==> config.mk <==
export PLATFORM = sky130hd
export DESIGN_NAME = maze_wall_map_with_pose_core
export DESIGN_NICKNAME = d
export VERILOG_FILES = /design/src/rtl/mwm_pkg.sv /design/src/rtl/maze_wall_map_with_pose_core.sv
export SDC_FILE = /design/constraint.sdc
export NUM_CORES = 2
export LEC_CHECK = 0
export ABC_CLOCK_PERIOD_IN_PS = 3600
export BUFFER_PORTS_ARGS = -buffer_cell sky130_fd_sc_hd__buf_2
export CAP_MARGIN = 20
export CORE_UTILIZATION = 29
export DETAILED_ROUTE_END_ITERATION = 10
export PLACE_DENSITY_LB_ADDON = 0.2
export SYNTH_ARGS = -nofsm -noshare
export SYNTH_HDL_FRONTEND = slang
export SYNTH_SLANG_ARGS = --single-unit
==> constraint.sdc <==
create_clock -name clock -period 3.6 [get_ports clock]
set_input_delay 0.18 -clock clock [delete_from_list [all_inputs] [get_ports clock]]
set_output_delay 0.18 -clock clock [all_outputs]
set_load 0.1 [all_outputs]
==> src/rtl/mwm_pkg.sv <==
// Package for the maze wall map with pose: grid size, field widths,
// operation codes and heading codes. No dependencies.
package mwm_pkg;

   localparam int GRID_SIDE = 16;
   localparam int POS_W     = $clog2(GRID_SIDE);        // pose coordinate width
   localparam int COORD_W   = 6;                        // signed request coordinate width
   localparam int HROW_W    = $clog2(GRID_SIDE + 1);    // horizontal wall row index
   localparam int VCOL_W    = $clog2(GRID_SIDE + 1);    // vertical wall column index

   typedef enum logic [2:0] {
      FN_CLEAR        = 3'd0,
      FN_UPDATE_WALLS = 3'd1,
      FN_SET_POSE     = 3'd2,
      FN_ADVANCE      = 3'd3,
      FN_TURN_LEFT    = 3'd4,
      FN_TURN_RIGHT   = 3'd5,
      FN_QUERY_WALLS  = 3'd6,
      FN_QUERY_KNOWN  = 3'd7
   } func_type;

   typedef logic [1:0] heading_type;

   localparam heading_type HD_NORTH = 2'd0;
   localparam heading_type HD_EAST  = 2'd1;
   localparam heading_type HD_SOUTH = 2'd2;
   localparam heading_type HD_WEST  = 2'd3;

   // relative turns on the compass, modulo four
   localparam heading_type TURN_LEFT_STEP  = 2'd3;
   localparam heading_type TURN_RIGHT_STEP = 2'd1;

endpackage

==> src/rtl/maze_wall_map_with_pose_core.sv <==
// Maze wall map with robot pose: wall and visited bit arrays in flops, pose registers.
// Depends on mwm_pkg.
//
// Usage:
//   Request channel (req_valid / req_stall): one item carries an operation code
//   (clear, update walls, set pose, advance, turn left, turn right, query walls,
//   query known), a signed cell coordinate, a heading and three sensed wall bits.
//   Response channel (rsp_valid / rsp_stall): one item per request with the
//   query answers, the advance flag and the pose after the operation.
//   Pipeline: request register, then response register. Throughput: one item
//   per cycle while no waiting response is held by rsp_stall; the whole
//   operation is decoded, applied to the map and answered combinationally
//   between the request register and the response register, so each item
//   sees the map left by the one before it.
//   Reset: the map holds only the outer boundary walls, no cell is known and
//   the pose is cell (0,0) facing north; both registers are emptied.
//   Stall: while rsp_stall holds a waiting response, the request register keeps
//   its item and req_stall rises; nothing is lost or repeated.
module maze_wall_map_with_pose_core (
   input  logic                               clock,
   input  logic                               reset,
   input  logic                               req_valid,
   output logic                               req_stall,
   input  mwm_pkg::func_type                  req_func,
   input  logic signed [mwm_pkg::COORD_W-1:0] req_cell_x,
   input  logic signed [mwm_pkg::COORD_W-1:0] req_cell_y,
   input  mwm_pkg::heading_type               req_heading_in,
   input  logic                               req_seen_front,
   input  logic                               req_seen_left,
   input  logic                               req_seen_right,
   output logic                               rsp_valid,
   input  logic                               rsp_stall,
   output logic                               rsp_wall_front,
   output logic                               rsp_wall_left,
   output logic                               rsp_wall_right,
   output logic                               rsp_cell_known,
   output logic                               rsp_moved,
   output logic [mwm_pkg::POS_W-1:0]          rsp_pose_x,
   output logic [mwm_pkg::POS_W-1:0]          rsp_pose_y,
   output mwm_pkg::heading_type               rsp_pose_heading
);
   import mwm_pkg::*;

   // request register
   logic                      in_valid_ff;
   func_type                  in_func_ff;
   logic signed [COORD_W-1:0] in_x_ff;
   logic signed [COORD_W-1:0] in_y_ff;
   heading_type               in_hd_ff;
   logic                      in_sf_ff, in_sl_ff, in_sr_ff;

   // map and pose
   logic [GRID_SIDE:0]   vwall_ff [GRID_SIDE];
   logic [GRID_SIDE:0]   vwall_in [GRID_SIDE];
   logic [GRID_SIDE-1:0] hwall_ff [GRID_SIDE+1];
   logic [GRID_SIDE-1:0] hwall_in [GRID_SIDE+1];
   logic [GRID_SIDE-1:0] known_ff [GRID_SIDE];
   logic [GRID_SIDE-1:0] known_in [GRID_SIDE];
   logic [POS_W-1:0]     pose_x_ff, pose_x_in;
   logic [POS_W-1:0]     pose_y_ff, pose_y_in;
   heading_type          pose_hd_ff, pose_hd_in;

   // response register
   logic rsp_valid_ff;
   logic wf_ff, wl_ff, wr_ff, kn_ff, mv_ff;
   logic wf_in, wl_in, wr_in, kn_in, mv_in;

   logic advance;

   logic              x_ok, y_ok;
   logic [POS_W-1:0]  qx, qy;
   logic [HROW_W-1:0] qy_north;
   logic [VCOL_W-1:0] qx_east;
   logic [3:0]        q_side;
   logic [HROW_W-1:0] py_north;
   logic [VCOL_W-1:0] px_east;
   logic [3:0]        set_side;

   assign advance   = in_valid_ff && (!rsp_valid_ff || !rsp_stall);
   assign req_stall = in_valid_ff && !advance;

   // query coordinates: in range only when non-negative and below the grid side
   assign x_ok = !in_x_ff[COORD_W-1] && ({1'b0, in_x_ff} < (COORD_W+1)'(GRID_SIDE));
   assign y_ok = !in_y_ff[COORD_W-1] && ({1'b0, in_y_ff} < (COORD_W+1)'(GRID_SIDE));
   assign qx       = in_x_ff[POS_W-1:0];
   assign qy       = in_y_ff[POS_W-1:0];
   assign qy_north = HROW_W'(qy) + HROW_W'(1);
   assign qx_east  = VCOL_W'(qx) + VCOL_W'(1);

   // compass sides of the queried cell, indexed by heading code
   assign q_side[HD_NORTH] = hwall_ff[qy_north][qx];
   assign q_side[HD_EAST]  = vwall_ff[qy][qx_east];
   assign q_side[HD_SOUTH] = hwall_ff[qy][qx];
   assign q_side[HD_WEST]  = vwall_ff[qy][qx];

   assign py_north = HROW_W'(pose_y_ff) + HROW_W'(1);
   assign px_east  = VCOL_W'(pose_x_ff) + VCOL_W'(1);

   // sensed walls relative to the heading, turned into compass sides
   always_comb begin
      for (int s = 0; s < 4; s++) begin
         set_side[s] = (in_sf_ff && (pose_hd_ff == heading_type'(s)))
                    || (in_sl_ff && (heading_type'(pose_hd_ff + TURN_LEFT_STEP)
                                     == heading_type'(s)))
                    || (in_sr_ff && (heading_type'(pose_hd_ff + TURN_RIGHT_STEP)
                                     == heading_type'(s)));
      end
   end

   always_comb begin
      vwall_in   = vwall_ff;
      hwall_in   = hwall_ff;
      known_in   = known_ff;
      pose_x_in  = pose_x_ff;
      pose_y_in  = pose_y_ff;
      pose_hd_in = pose_hd_ff;
      wf_in = 1'b0;
      wl_in = 1'b0;
      wr_in = 1'b0;
      kn_in = 1'b0;
      mv_in = 1'b0;
      unique case (in_func_ff)
         FN_CLEAR: begin
            for (int r = 0; r < GRID_SIDE; r++) begin
               vwall_in[r] = '0;
               vwall_in[r][0] = 1'b1;
               vwall_in[r][GRID_SIDE] = 1'b1;
               known_in[r] = '0;
            end
            for (int r = 1; r < GRID_SIDE; r++) begin
               hwall_in[r] = '0;
            end
            hwall_in[0]         = '1;
            hwall_in[GRID_SIDE] = '1;
            pose_x_in  = '0;
            pose_y_in  = '0;
            pose_hd_in = HD_NORTH;
         end
         FN_UPDATE_WALLS: begin
            known_in[pose_y_ff][pose_x_ff] = 1'b1;
            if (set_side[HD_NORTH]) hwall_in[py_north][pose_x_ff] = 1'b1;
            if (set_side[HD_EAST])  vwall_in[pose_y_ff][px_east] = 1'b1;
            if (set_side[HD_SOUTH]) hwall_in[pose_y_ff][pose_x_ff] = 1'b1;
            if (set_side[HD_WEST])  vwall_in[pose_y_ff][pose_x_ff] = 1'b1;
         end
         FN_SET_POSE: begin
            if (x_ok) pose_x_in = qx;
            if (y_ok) pose_y_in = qy;
            pose_hd_in = in_hd_ff;
         end
         FN_ADVANCE: begin
            unique case (pose_hd_ff)
               HD_NORTH: begin
                  if (pose_y_ff != POS_W'(GRID_SIDE - 1)) begin
                     pose_y_in = pose_y_ff + POS_W'(1);
                     mv_in = 1'b1;
                  end
               end
               HD_EAST: begin
                  if (pose_x_ff != POS_W'(GRID_SIDE - 1)) begin
                     pose_x_in = pose_x_ff + POS_W'(1);
                     mv_in = 1'b1;
                  end
               end
               HD_SOUTH: begin
                  if (pose_y_ff != '0) begin
                     pose_y_in = pose_y_ff - POS_W'(1);
                     mv_in = 1'b1;
                  end
               end
               default: begin
                  if (pose_x_ff != '0) begin
                     pose_x_in = pose_x_ff - POS_W'(1);
                     mv_in = 1'b1;
                  end
               end
            endcase
         end
         FN_TURN_LEFT:  pose_hd_in = pose_hd_ff + TURN_LEFT_STEP;
         FN_TURN_RIGHT: pose_hd_in = pose_hd_ff + TURN_RIGHT_STEP;
         FN_QUERY_WALLS: begin
            if (x_ok && y_ok) begin
               wf_in = q_side[in_hd_ff];
               wl_in = q_side[heading_type'(in_hd_ff + TURN_LEFT_STEP)];
               wr_in = q_side[heading_type'(in_hd_ff + TURN_RIGHT_STEP)];
            end else begin
               wf_in = 1'b1;
               wl_in = 1'b1;
               wr_in = 1'b1;
            end
         end
         default: begin
            if (x_ok && y_ok) kn_in = known_ff[qy][qx];
         end
      endcase
   end

   // request register: load whenever it is empty or drains this cycle
   always_ff @(posedge clock) begin
      if (reset) begin
         in_valid_ff <= 1'b0;
      end else if (!req_stall) begin
         in_valid_ff <= req_valid;
      end
      if (!req_stall && req_valid) begin
         in_func_ff <= req_func;
         in_x_ff    <= req_cell_x;
         in_y_ff    <= req_cell_y;
         in_hd_ff   <= req_heading_in;
         in_sf_ff   <= req_seen_front;
         in_sl_ff   <= req_seen_left;
         in_sr_ff   <= req_seen_right;
      end
   end

   // map and pose: boundary walls only after reset
   always_ff @(posedge clock) begin
      if (reset) begin
         for (int r = 0; r < GRID_SIDE; r++) begin
            vwall_ff[r] <= {1'b1, {(GRID_SIDE-1){1'b0}}, 1'b1};
            known_ff[r] <= '0;
         end
         for (int r = 1; r < GRID_SIDE; r++) begin
            hwall_ff[r] <= '0;
         end
         hwall_ff[0]         <= '1;
         hwall_ff[GRID_SIDE] <= '1;
         pose_x_ff  <= '0;
         pose_y_ff  <= '0;
         pose_hd_ff <= HD_NORTH;
      end else if (advance) begin
         vwall_ff   <= vwall_in;
         hwall_ff   <= hwall_in;
         known_ff   <= known_in;
         pose_x_ff  <= pose_x_in;
         pose_y_ff  <= pose_y_in;
         pose_hd_ff <= pose_hd_in;
      end
   end

   // response register
   always_ff @(posedge clock) begin
      if (reset) begin
         rsp_valid_ff <= 1'b0;
      end else if (advance) begin
         rsp_valid_ff <= 1'b1;
      end else if (!rsp_stall) begin
         rsp_valid_ff <= 1'b0;
      end
      if (advance) begin
         wf_ff <= wf_in;
         wl_ff <= wl_in;
         wr_ff <= wr_in;
         kn_ff <= kn_in;
         mv_ff <= mv_in;
      end
   end

   assign rsp_valid        = rsp_valid_ff;
   assign rsp_wall_front   = wf_ff;
   assign rsp_wall_left    = wl_ff;
   assign rsp_wall_right   = wr_ff;
   assign rsp_cell_known   = kn_ff;
   assign rsp_moved        = mv_ff;
   assign rsp_pose_x       = pose_x_ff;
   assign rsp_pose_y       = pose_y_ff;
   assign rsp_pose_heading = pose_hd_ff;

   // one outer boundary wall on each side of the maze is never lost
   assert property (@(posedge clock) disable iff (reset)
      vwall_ff[0][0] && vwall_ff[GRID_SIDE-1][GRID_SIDE] && hwall_ff[0][0]
      && hwall_ff[GRID_SIDE][GRID_SIDE-1])
      else $error("boundary wall cleared");

   // only an advance can report a move
   assert property (@(posedge clock) disable iff (reset)
      advance && (in_func_ff != FN_ADVANCE) |=> !rsp_moved)
      else $error("moved set by an operation other than advance");

   // a clear leaves the pose at the origin facing north and the origin unknown
   assert property (@(posedge clock) disable iff (reset)
      advance && (in_func_ff == FN_CLEAR) |=>
         (pose_x_ff == '0) && (pose_y_ff == '0) && (pose_hd_ff == HD_NORTH)
         && !known_ff[0][0])
      else $error("clear did not restore the map and pose");

   // a wall query outside the maze answers walled on every side
   assert property (@(posedge clock) disable iff (reset)
      advance && (in_func_ff == FN_QUERY_WALLS) && !(x_ok && y_ok) |=>
         rsp_valid && rsp_wall_front && rsp_wall_left && rsp_wall_right)
      else $error("outside query not walled");

   // the request side stalls only while it holds an item
   assert property (@(posedge clock) disable iff (reset)
      req_stall |-> in_valid_ff && rsp_valid_ff && rsp_stall)
      else $error("request stalled without a blocked item");

endmodule

Word level (Yosys, flattened, before mapping)
Cells that the tools add are included.
Widths: inputs -> output; s select.
- mux-type cells: 74
- shifts and indexed selects: 0
- eq/ne operators: 26
- order comparisons: 21
- reduce and logical (&&, ||, !) cells: 54
- add/subtract/negate cells: 12
- bitwise gates (word level): 10
- div/mod/pow operators: 0
- $mul: 0
- operators by type and width (kind ; count):
    $mux 272 ; 6
    $or 272x272->272 ; 4
    $pmux 272 s2 ; 2
    $pmux 256 s2 ; 1
    $or 256x256->256 ; 1
    $bmux 16 s5 ; 2
    $demux 16 s5 ; 2
    $mux 16 ; 10
    $demux 17 s4 ; 2
    $bmux 17 s4 ; 1
    $bmux 16 s4 ; 1
    $demux 16 s4 ; 1
    $mux 17 ; 3
    $logic_and 1x1->1 ; 24
    $mux 4 ; 6
    $pmux 4 s3 ; 2
    $add 4x1->5 const B ; 4
    $mux 1 ; 20
    $bmux 1 s4 ; 4
    $pmux 4 s2 ; 2
    $ne 3x3->1 const B ; 5
    $eq 2x2->1 const B ; 6
    $ge 5x6->1 const B ; 2
    $ge 6x6->1 const B ; 2
    41 further kinds ; 84
- bits of input ports: 24
- memory bits (read-only): 0
- memories: 0
- latch bits: 0
- bits in writable memories: 0
- register bits: 837
- word-level logic and storage cells: 263

Depth between registers and ports, before layout
- depth after elaboration: 13
- depth in mapped cells: 15

Worst setup path before layout
Ideal clock, no wire load.
- kind: flip-flop to flip-flop
- from: register in_y_ff[1]
- to: register kn_ff, in the netlist rsp_cell_known (data pin)
- data arrival time: 2.938 ns
- setup slack: 0.397 ns
- library setup time: 0.265 ns
- data required time: 3.335 ns
- cell stages (with the launch flop): 11
- period minus slack after synthesis: 3.203 ns
- path through: edfxtp_1 > buf_2 > buf_2 > buf_2 > buf_2 > buf_1 > mux4_2 > mux4_2 > mux4_2 > a22oi_1 > a31oi_1
- cells in the longest elaborated chain, start to end: 6
- ends and longest elaborated chain (item ; line ; text):
    start, declared ; maze_wall_map_with_pose_core.sv:48 ; logic signed [COORD_W-1:0] in_y_ff;
    start signal, assigned ; maze_wall_map_with_pose_core.sv:208 ; in_y_ff <= req_cell_y;
    $not 4->5 (not written as such) ; maze_wall_map_with_pose_core.sv:193 ; if (x_ok && y_ok) kn_in = known_ff[qy][qx];
    $bmux 16 s4 ; maze_wall_map_with_pose_core.sv:193 ;
    $mux 16 (not written as such) (2 in series) ; maze_wall_map_with_pose_core.sv:193 ;
    $bmux 1 s4 ; maze_wall_map_with_pose_core.sv:193 ;
    $mux 1 (not written as such) ; maze_wall_map_with_pose_core.sv:193 ;
    end signal, assigned ; maze_wall_map_with_pose_core.sv:254 ; kn_ff <= kn_in;
    end, declared ; maze_wall_map_with_pose_core.sv:65 ; logic wf_ff, wl_ff, wr_ff, kn_ff, mv_ff;
Parallel ways exist; a longest one is shown, timed or not. The select of a mux whose other input is x is not followed.
A chain may end at the register's enable or synchronous reset.

Worst setup path in the final report
- from: register in_y_ff[0]
- to: register wl_ff, in the netlist rsp_wall_left (data pin)
- cells in the longest elaborated chain, start to end: 10
- ends and longest elaborated chain (item ; line ; text):
    $add 4x1->5 ; maze_wall_map_with_pose_core.sv:87 ; assign qy_north = HROW_W'(qy) + HROW_W'(1);
    $not 5->6 (not written as such) ; maze_wall_map_with_pose_core.sv:91 ; assign q_side[HD_NORTH] = hwall_ff[qy_north][qx];
    $bmux 16 s5 ; maze_wall_map_with_pose_core.sv:91 ;
    $mux 16 (not written as such) (2 in series) ; maze_wall_map_with_pose_core.sv:91 ;
    $bmux 1 s4 ; maze_wall_map_with_pose_core.sv:91 ;
    $mux 1 (not written as such) ; maze_wall_map_with_pose_core.sv:91 ;
    $bmux 1 s2 ; maze_wall_map_with_pose_core.sv:184 ; wl_in = q_side[heading_type'(in_hd_ff + TURN_LEFT_STEP)];
    $mux 1 (not written as such) ; maze_wall_map_with_pose_core.sv:184 ;
    $mux 1 * ; maze_wall_map_with_pose_core.sv:182 ; if (x_ok && y_ok) begin
    end signal, assigned ; maze_wall_map_with_pose_core.sv:252 ; wl_ff <= wl_in;
    end, declared ; maze_wall_map_with_pose_core.sv:65 ;
Every way passes the cells marked *; elsewhere a longest branch is shown, timed or not. The select of a mux whose other input is x is not followed.

==> out/metrics.cfg <==
[placement]
place.gp.congestion=0.965
place_area_mm2=0.0415
hpwlAfterDp_mm=112
io_buffers=40

[worst_setup_path]
worstPathArrival_ns=3.98
endpoint_kind=register
path_class=register to register
critPathSlowestCell=mux4_1
critPathMaxFanout=15
worstPathRequired_ns=4.04
max_stage_delay_ns=0.62
crit_path_start_kind=register
r2r_slack_ns=0.06
critPathBufInv=2
cp_top_family=multiplexers
crit_chain=buf_12 > buf_16 > mux4_1 > mux4_2 > nor2_1 > a211oi_1 > nor4_1 > o41ai_1 > a21oi_1 > nor3_1

[floorplan]
die_w_um=365
dieHeight_um=365
die_area_mm2=0.133
io_pins=41
core_mm2=0.130
initial_core_util_pct=29.4
core.rowCount=132

[drt]
dr.first_iter.drc_count=3804
first_pass_iters=5
vias=33989
routedWlPerCell_um=28.0
postRouteAntennaNets=0
vias_per_cell=5.78
drc_errors=0
wirelength_mm=165

[clock_network]
cts_root_buf=clkbuf_16
clock_sinks=837
cts_tree=built
h-tree-depth=3
cts_buffers=98
cts_buffer_depth=3
insertion_delay_ns=0.70
clk_pin_slew_ns=0.06

[sta]
worstMarginPinSlew_ns=1.17
fin_skew_ns=0.0195
period_needed_ns=3.54
setup_viol=0
slew_headroom_pct=21.7
hold_viol_final=0
maxSlewViolCount=0
max_freq_ghz=0.282
grt_setup_unrepaired=false
period_share_pct=98.4

[finish]
num-fill-cells=13312
multi_input_area_mm2=0.0197
final_cell_area_mm2=0.0451
areaGrowthSynthToFinish_pct=17.9
seq_area_mm2=0.0170
final_nets=4099
drive_above_1_share_pct=17.7
fin_util_pct=34.7

[logic_synthesis]
syn-instance-count=4016
synth-edff-count=25
ys_seq_area_share_pct=44.4
syn_nets=4055
synthFlopType=dfxtp_1
synth.avg_cell_area_um2=9.53
synth_seq_cells=837
yosysUniqueCellTypes=76
async_flop_share_pct=0
yosysWarnings=0
synth_area_mm2=0.0383

[pwr]
power_leakage_nw=15.7
irDropWorstVdd_v=0.000360
power.density_mw_per_mm2=473

[job]
max-cap-violations=0

[global_route]
grt_pass1_wl_mm=236
grt_pass1_vias=31881
grt_util_all_layers_pct=24.2
grt_max_degree=132
grt_antenna_before_repair=2
grt.overflow.total=0

[hold_path]
min_path_type=primary input to register

[status]
status=completed

## layout make-up
| cell class | count | share of cell area [%] |
|---|---|---|
| multi-input combinational | 2784 | 43.7 |
| timing repair buffer | 325 | 6.53 |
| tap | 1742 | 4.83 |
| clock inverter | 28 | 0.771 |
| inverter | 14 | 0.119 |
| clock buffer | 150 | 6.41 |
| antenna | 2 | 0.0111 |
| sequential | 837 | 37.7 |
## cell usage in the layout (no fill, tap or decap), drive strengths merged, types with 24 or more instances in the layout
| cell | count |
|---|---|
| a211o | 29 |
| a21oi | 536 |
| a221oi | 204 |
| a22oi | 26 |
| a31oi | 57 |
| buf | 298 |
| clkbuf | 151 |
| dfxtp | 812 |
| dlygate4sd3 | 26 |
| edfxtp | 25 |
| mux2i | 90 |
| mux4 | 253 |
| nand2 | 167 |
| nand3 | 150 |
| nor2 | 936 |
| nor3 | 26 |
| o21ai | 25 |
| o22ai | 24 |
## registers in the layout (all words and copies together), names as in the netlist
name / flops
in_hd_ff: 2
rsp_cell_known: 1
rsp_valid: 1
in_sf_ff: 1
in_sl_ff: 1
rsp_wall_right: 1
vwall_ff: 272
rsp_pose_x: 4
hwall_ff: 272
rsp_wall_left: 1
in_x_ff: 6
in_y_ff: 6
in_func_ff: 3
in_valid_ff: 1
rsp_pose_y: 4
in_sr_ff: 1
rsp_moved: 1
known_ff: 256
rsp_pose_heading: 2
rsp_wall_front: 1
## repair_timing
item                                    in CTS  in global routing
endpoints found under the hold margin       32                  0
hold buffers                                26                  0
gates resized for setup                      1                  7
buffers inserted                             0                 12
pin swaps                                    1                  2
endpoints found under the setup margin       1                  4
cloned                                       0                  1
## report_power, final
| part | total [W] | switching, W | leakage, nW | internal [W] |
|---|---|---|---|---|
| sequential | 0.00938 | 0.0000444 | 6.78 | 0.00933 |
| combinational | 0.00180 | 0.00124 | 7.36 | 0.000558 |
| clock | 0.0102 | 0.00420 | 1.58 | 0.00596 |
## Yosys cell counts (6+ instances only)
master | n | area [um2]
a211oi_1 | 14 | 105
o21ai_0 | 24 | 120
nand2_1 | 167 | 627
nor2_1 | 936 | 3510
edfxtp_1 | 25 | 751
buf_2 | 32 | 160
buf_12 | 7 | 140
a22oi_1 | 25 | 188
buf_4 | 6 | 45.0
and3_1 | 11 | 68.8
nor2b_1 | 19 | 119
xnor2_1 | 8 | 70.1
a211o_1 | 29 | 254
dfxtp_1 | 812 | 16300
a2111oi_0 | 6 | 52.6
nor4_1 | 7 | 43.8
buf_1 | 19 | 71.3
and2_1 | 9 | 56.3
or3_1 | 14 | 87.6
ha_1 | 13 | 163
a21oi_1 | 536 | 2680
a221o_1 | 14 | 140
nor3_1 | 26 | 130
mux4_2 | 221 | 4980
nand3_1 | 150 | 751
mux4_1 | 32 | 841
buf_6 | 13 | 146
a31oi_1 | 57 | 357
o21a_1 | 11 | 82.6
mux2_2 | 17 | 191
a221oi_1 | 204 | 1790
nand2b_1 | 11 | 68.8
inv_1 | 13 | 48.8
o22ai_1 | 24 | 150
nand4_1 | 14 | 87.6
a22o_1 | 13 | 114
clkbuf_1 | 300 | 1130
mux2i_1 | 90 | 901
## stage by stage
| step | std cells | setup WS (ns) | hold WS (ns) | setup TNS [ns] | power (W) |
|---|---|---|---|---|---|
| after floorplan | 4016 | 0.397 | 0.253 | 0 | 0.0106 |
| after global placement | 5663 | -0.151 | 0.360 | -0.151 | 0.0113 |
| after detailed placement | 5663 | -0.217 | 0.358 | -0.217 | 0.0113 |
| after CTS | 5867 | 0.0109 | 0.175 | 0 | 0.0214 |
| after global routing | 5880 | 0.00211 | 0.199 | 0 | 0.0219 |
| final | 5882 | 0.0590 | 0.201 | 0 | 0.0213 |
## kinds of logic (layout without fill, tap and decap cells)
logic type	after synthesis	after routing	synth area share [%]
and+or+nand+nor	1377	1377	14.8
DFF	837	837	44.4
buffers and inverters	395	517	4.71
adders and majority gates	15	15	0.530
xor gates and xnor gates	12	12	0.275
AOI/OAI and AO/OA	1020	1020	17.2
other	0	2	0
muxes	360	360	18.1
## metal layers
layer	global-route usage, %	vias to the layer above	part of all wire, %
li1	-	14893	-
met1	33.7	17145	44
met2	36.9	1587	44
met3	3.91	360	7.4
met4	10.6	4	4.8
met5	0	-	0.012
## path summary, 6_finish.rpt
kind / start / to / cells past startpoint
max: in_y_ff[0] / rsp_wall_left / 10
min: req_heading_in[0] / in_hd_ff[0] / 2
max reg2reg: in_y_ff[0] / rsp_wall_left / 10
min reg2reg: vwall_ff[68] / vwall_ff[68] / 1
Power figures use the tool's default switching activity.
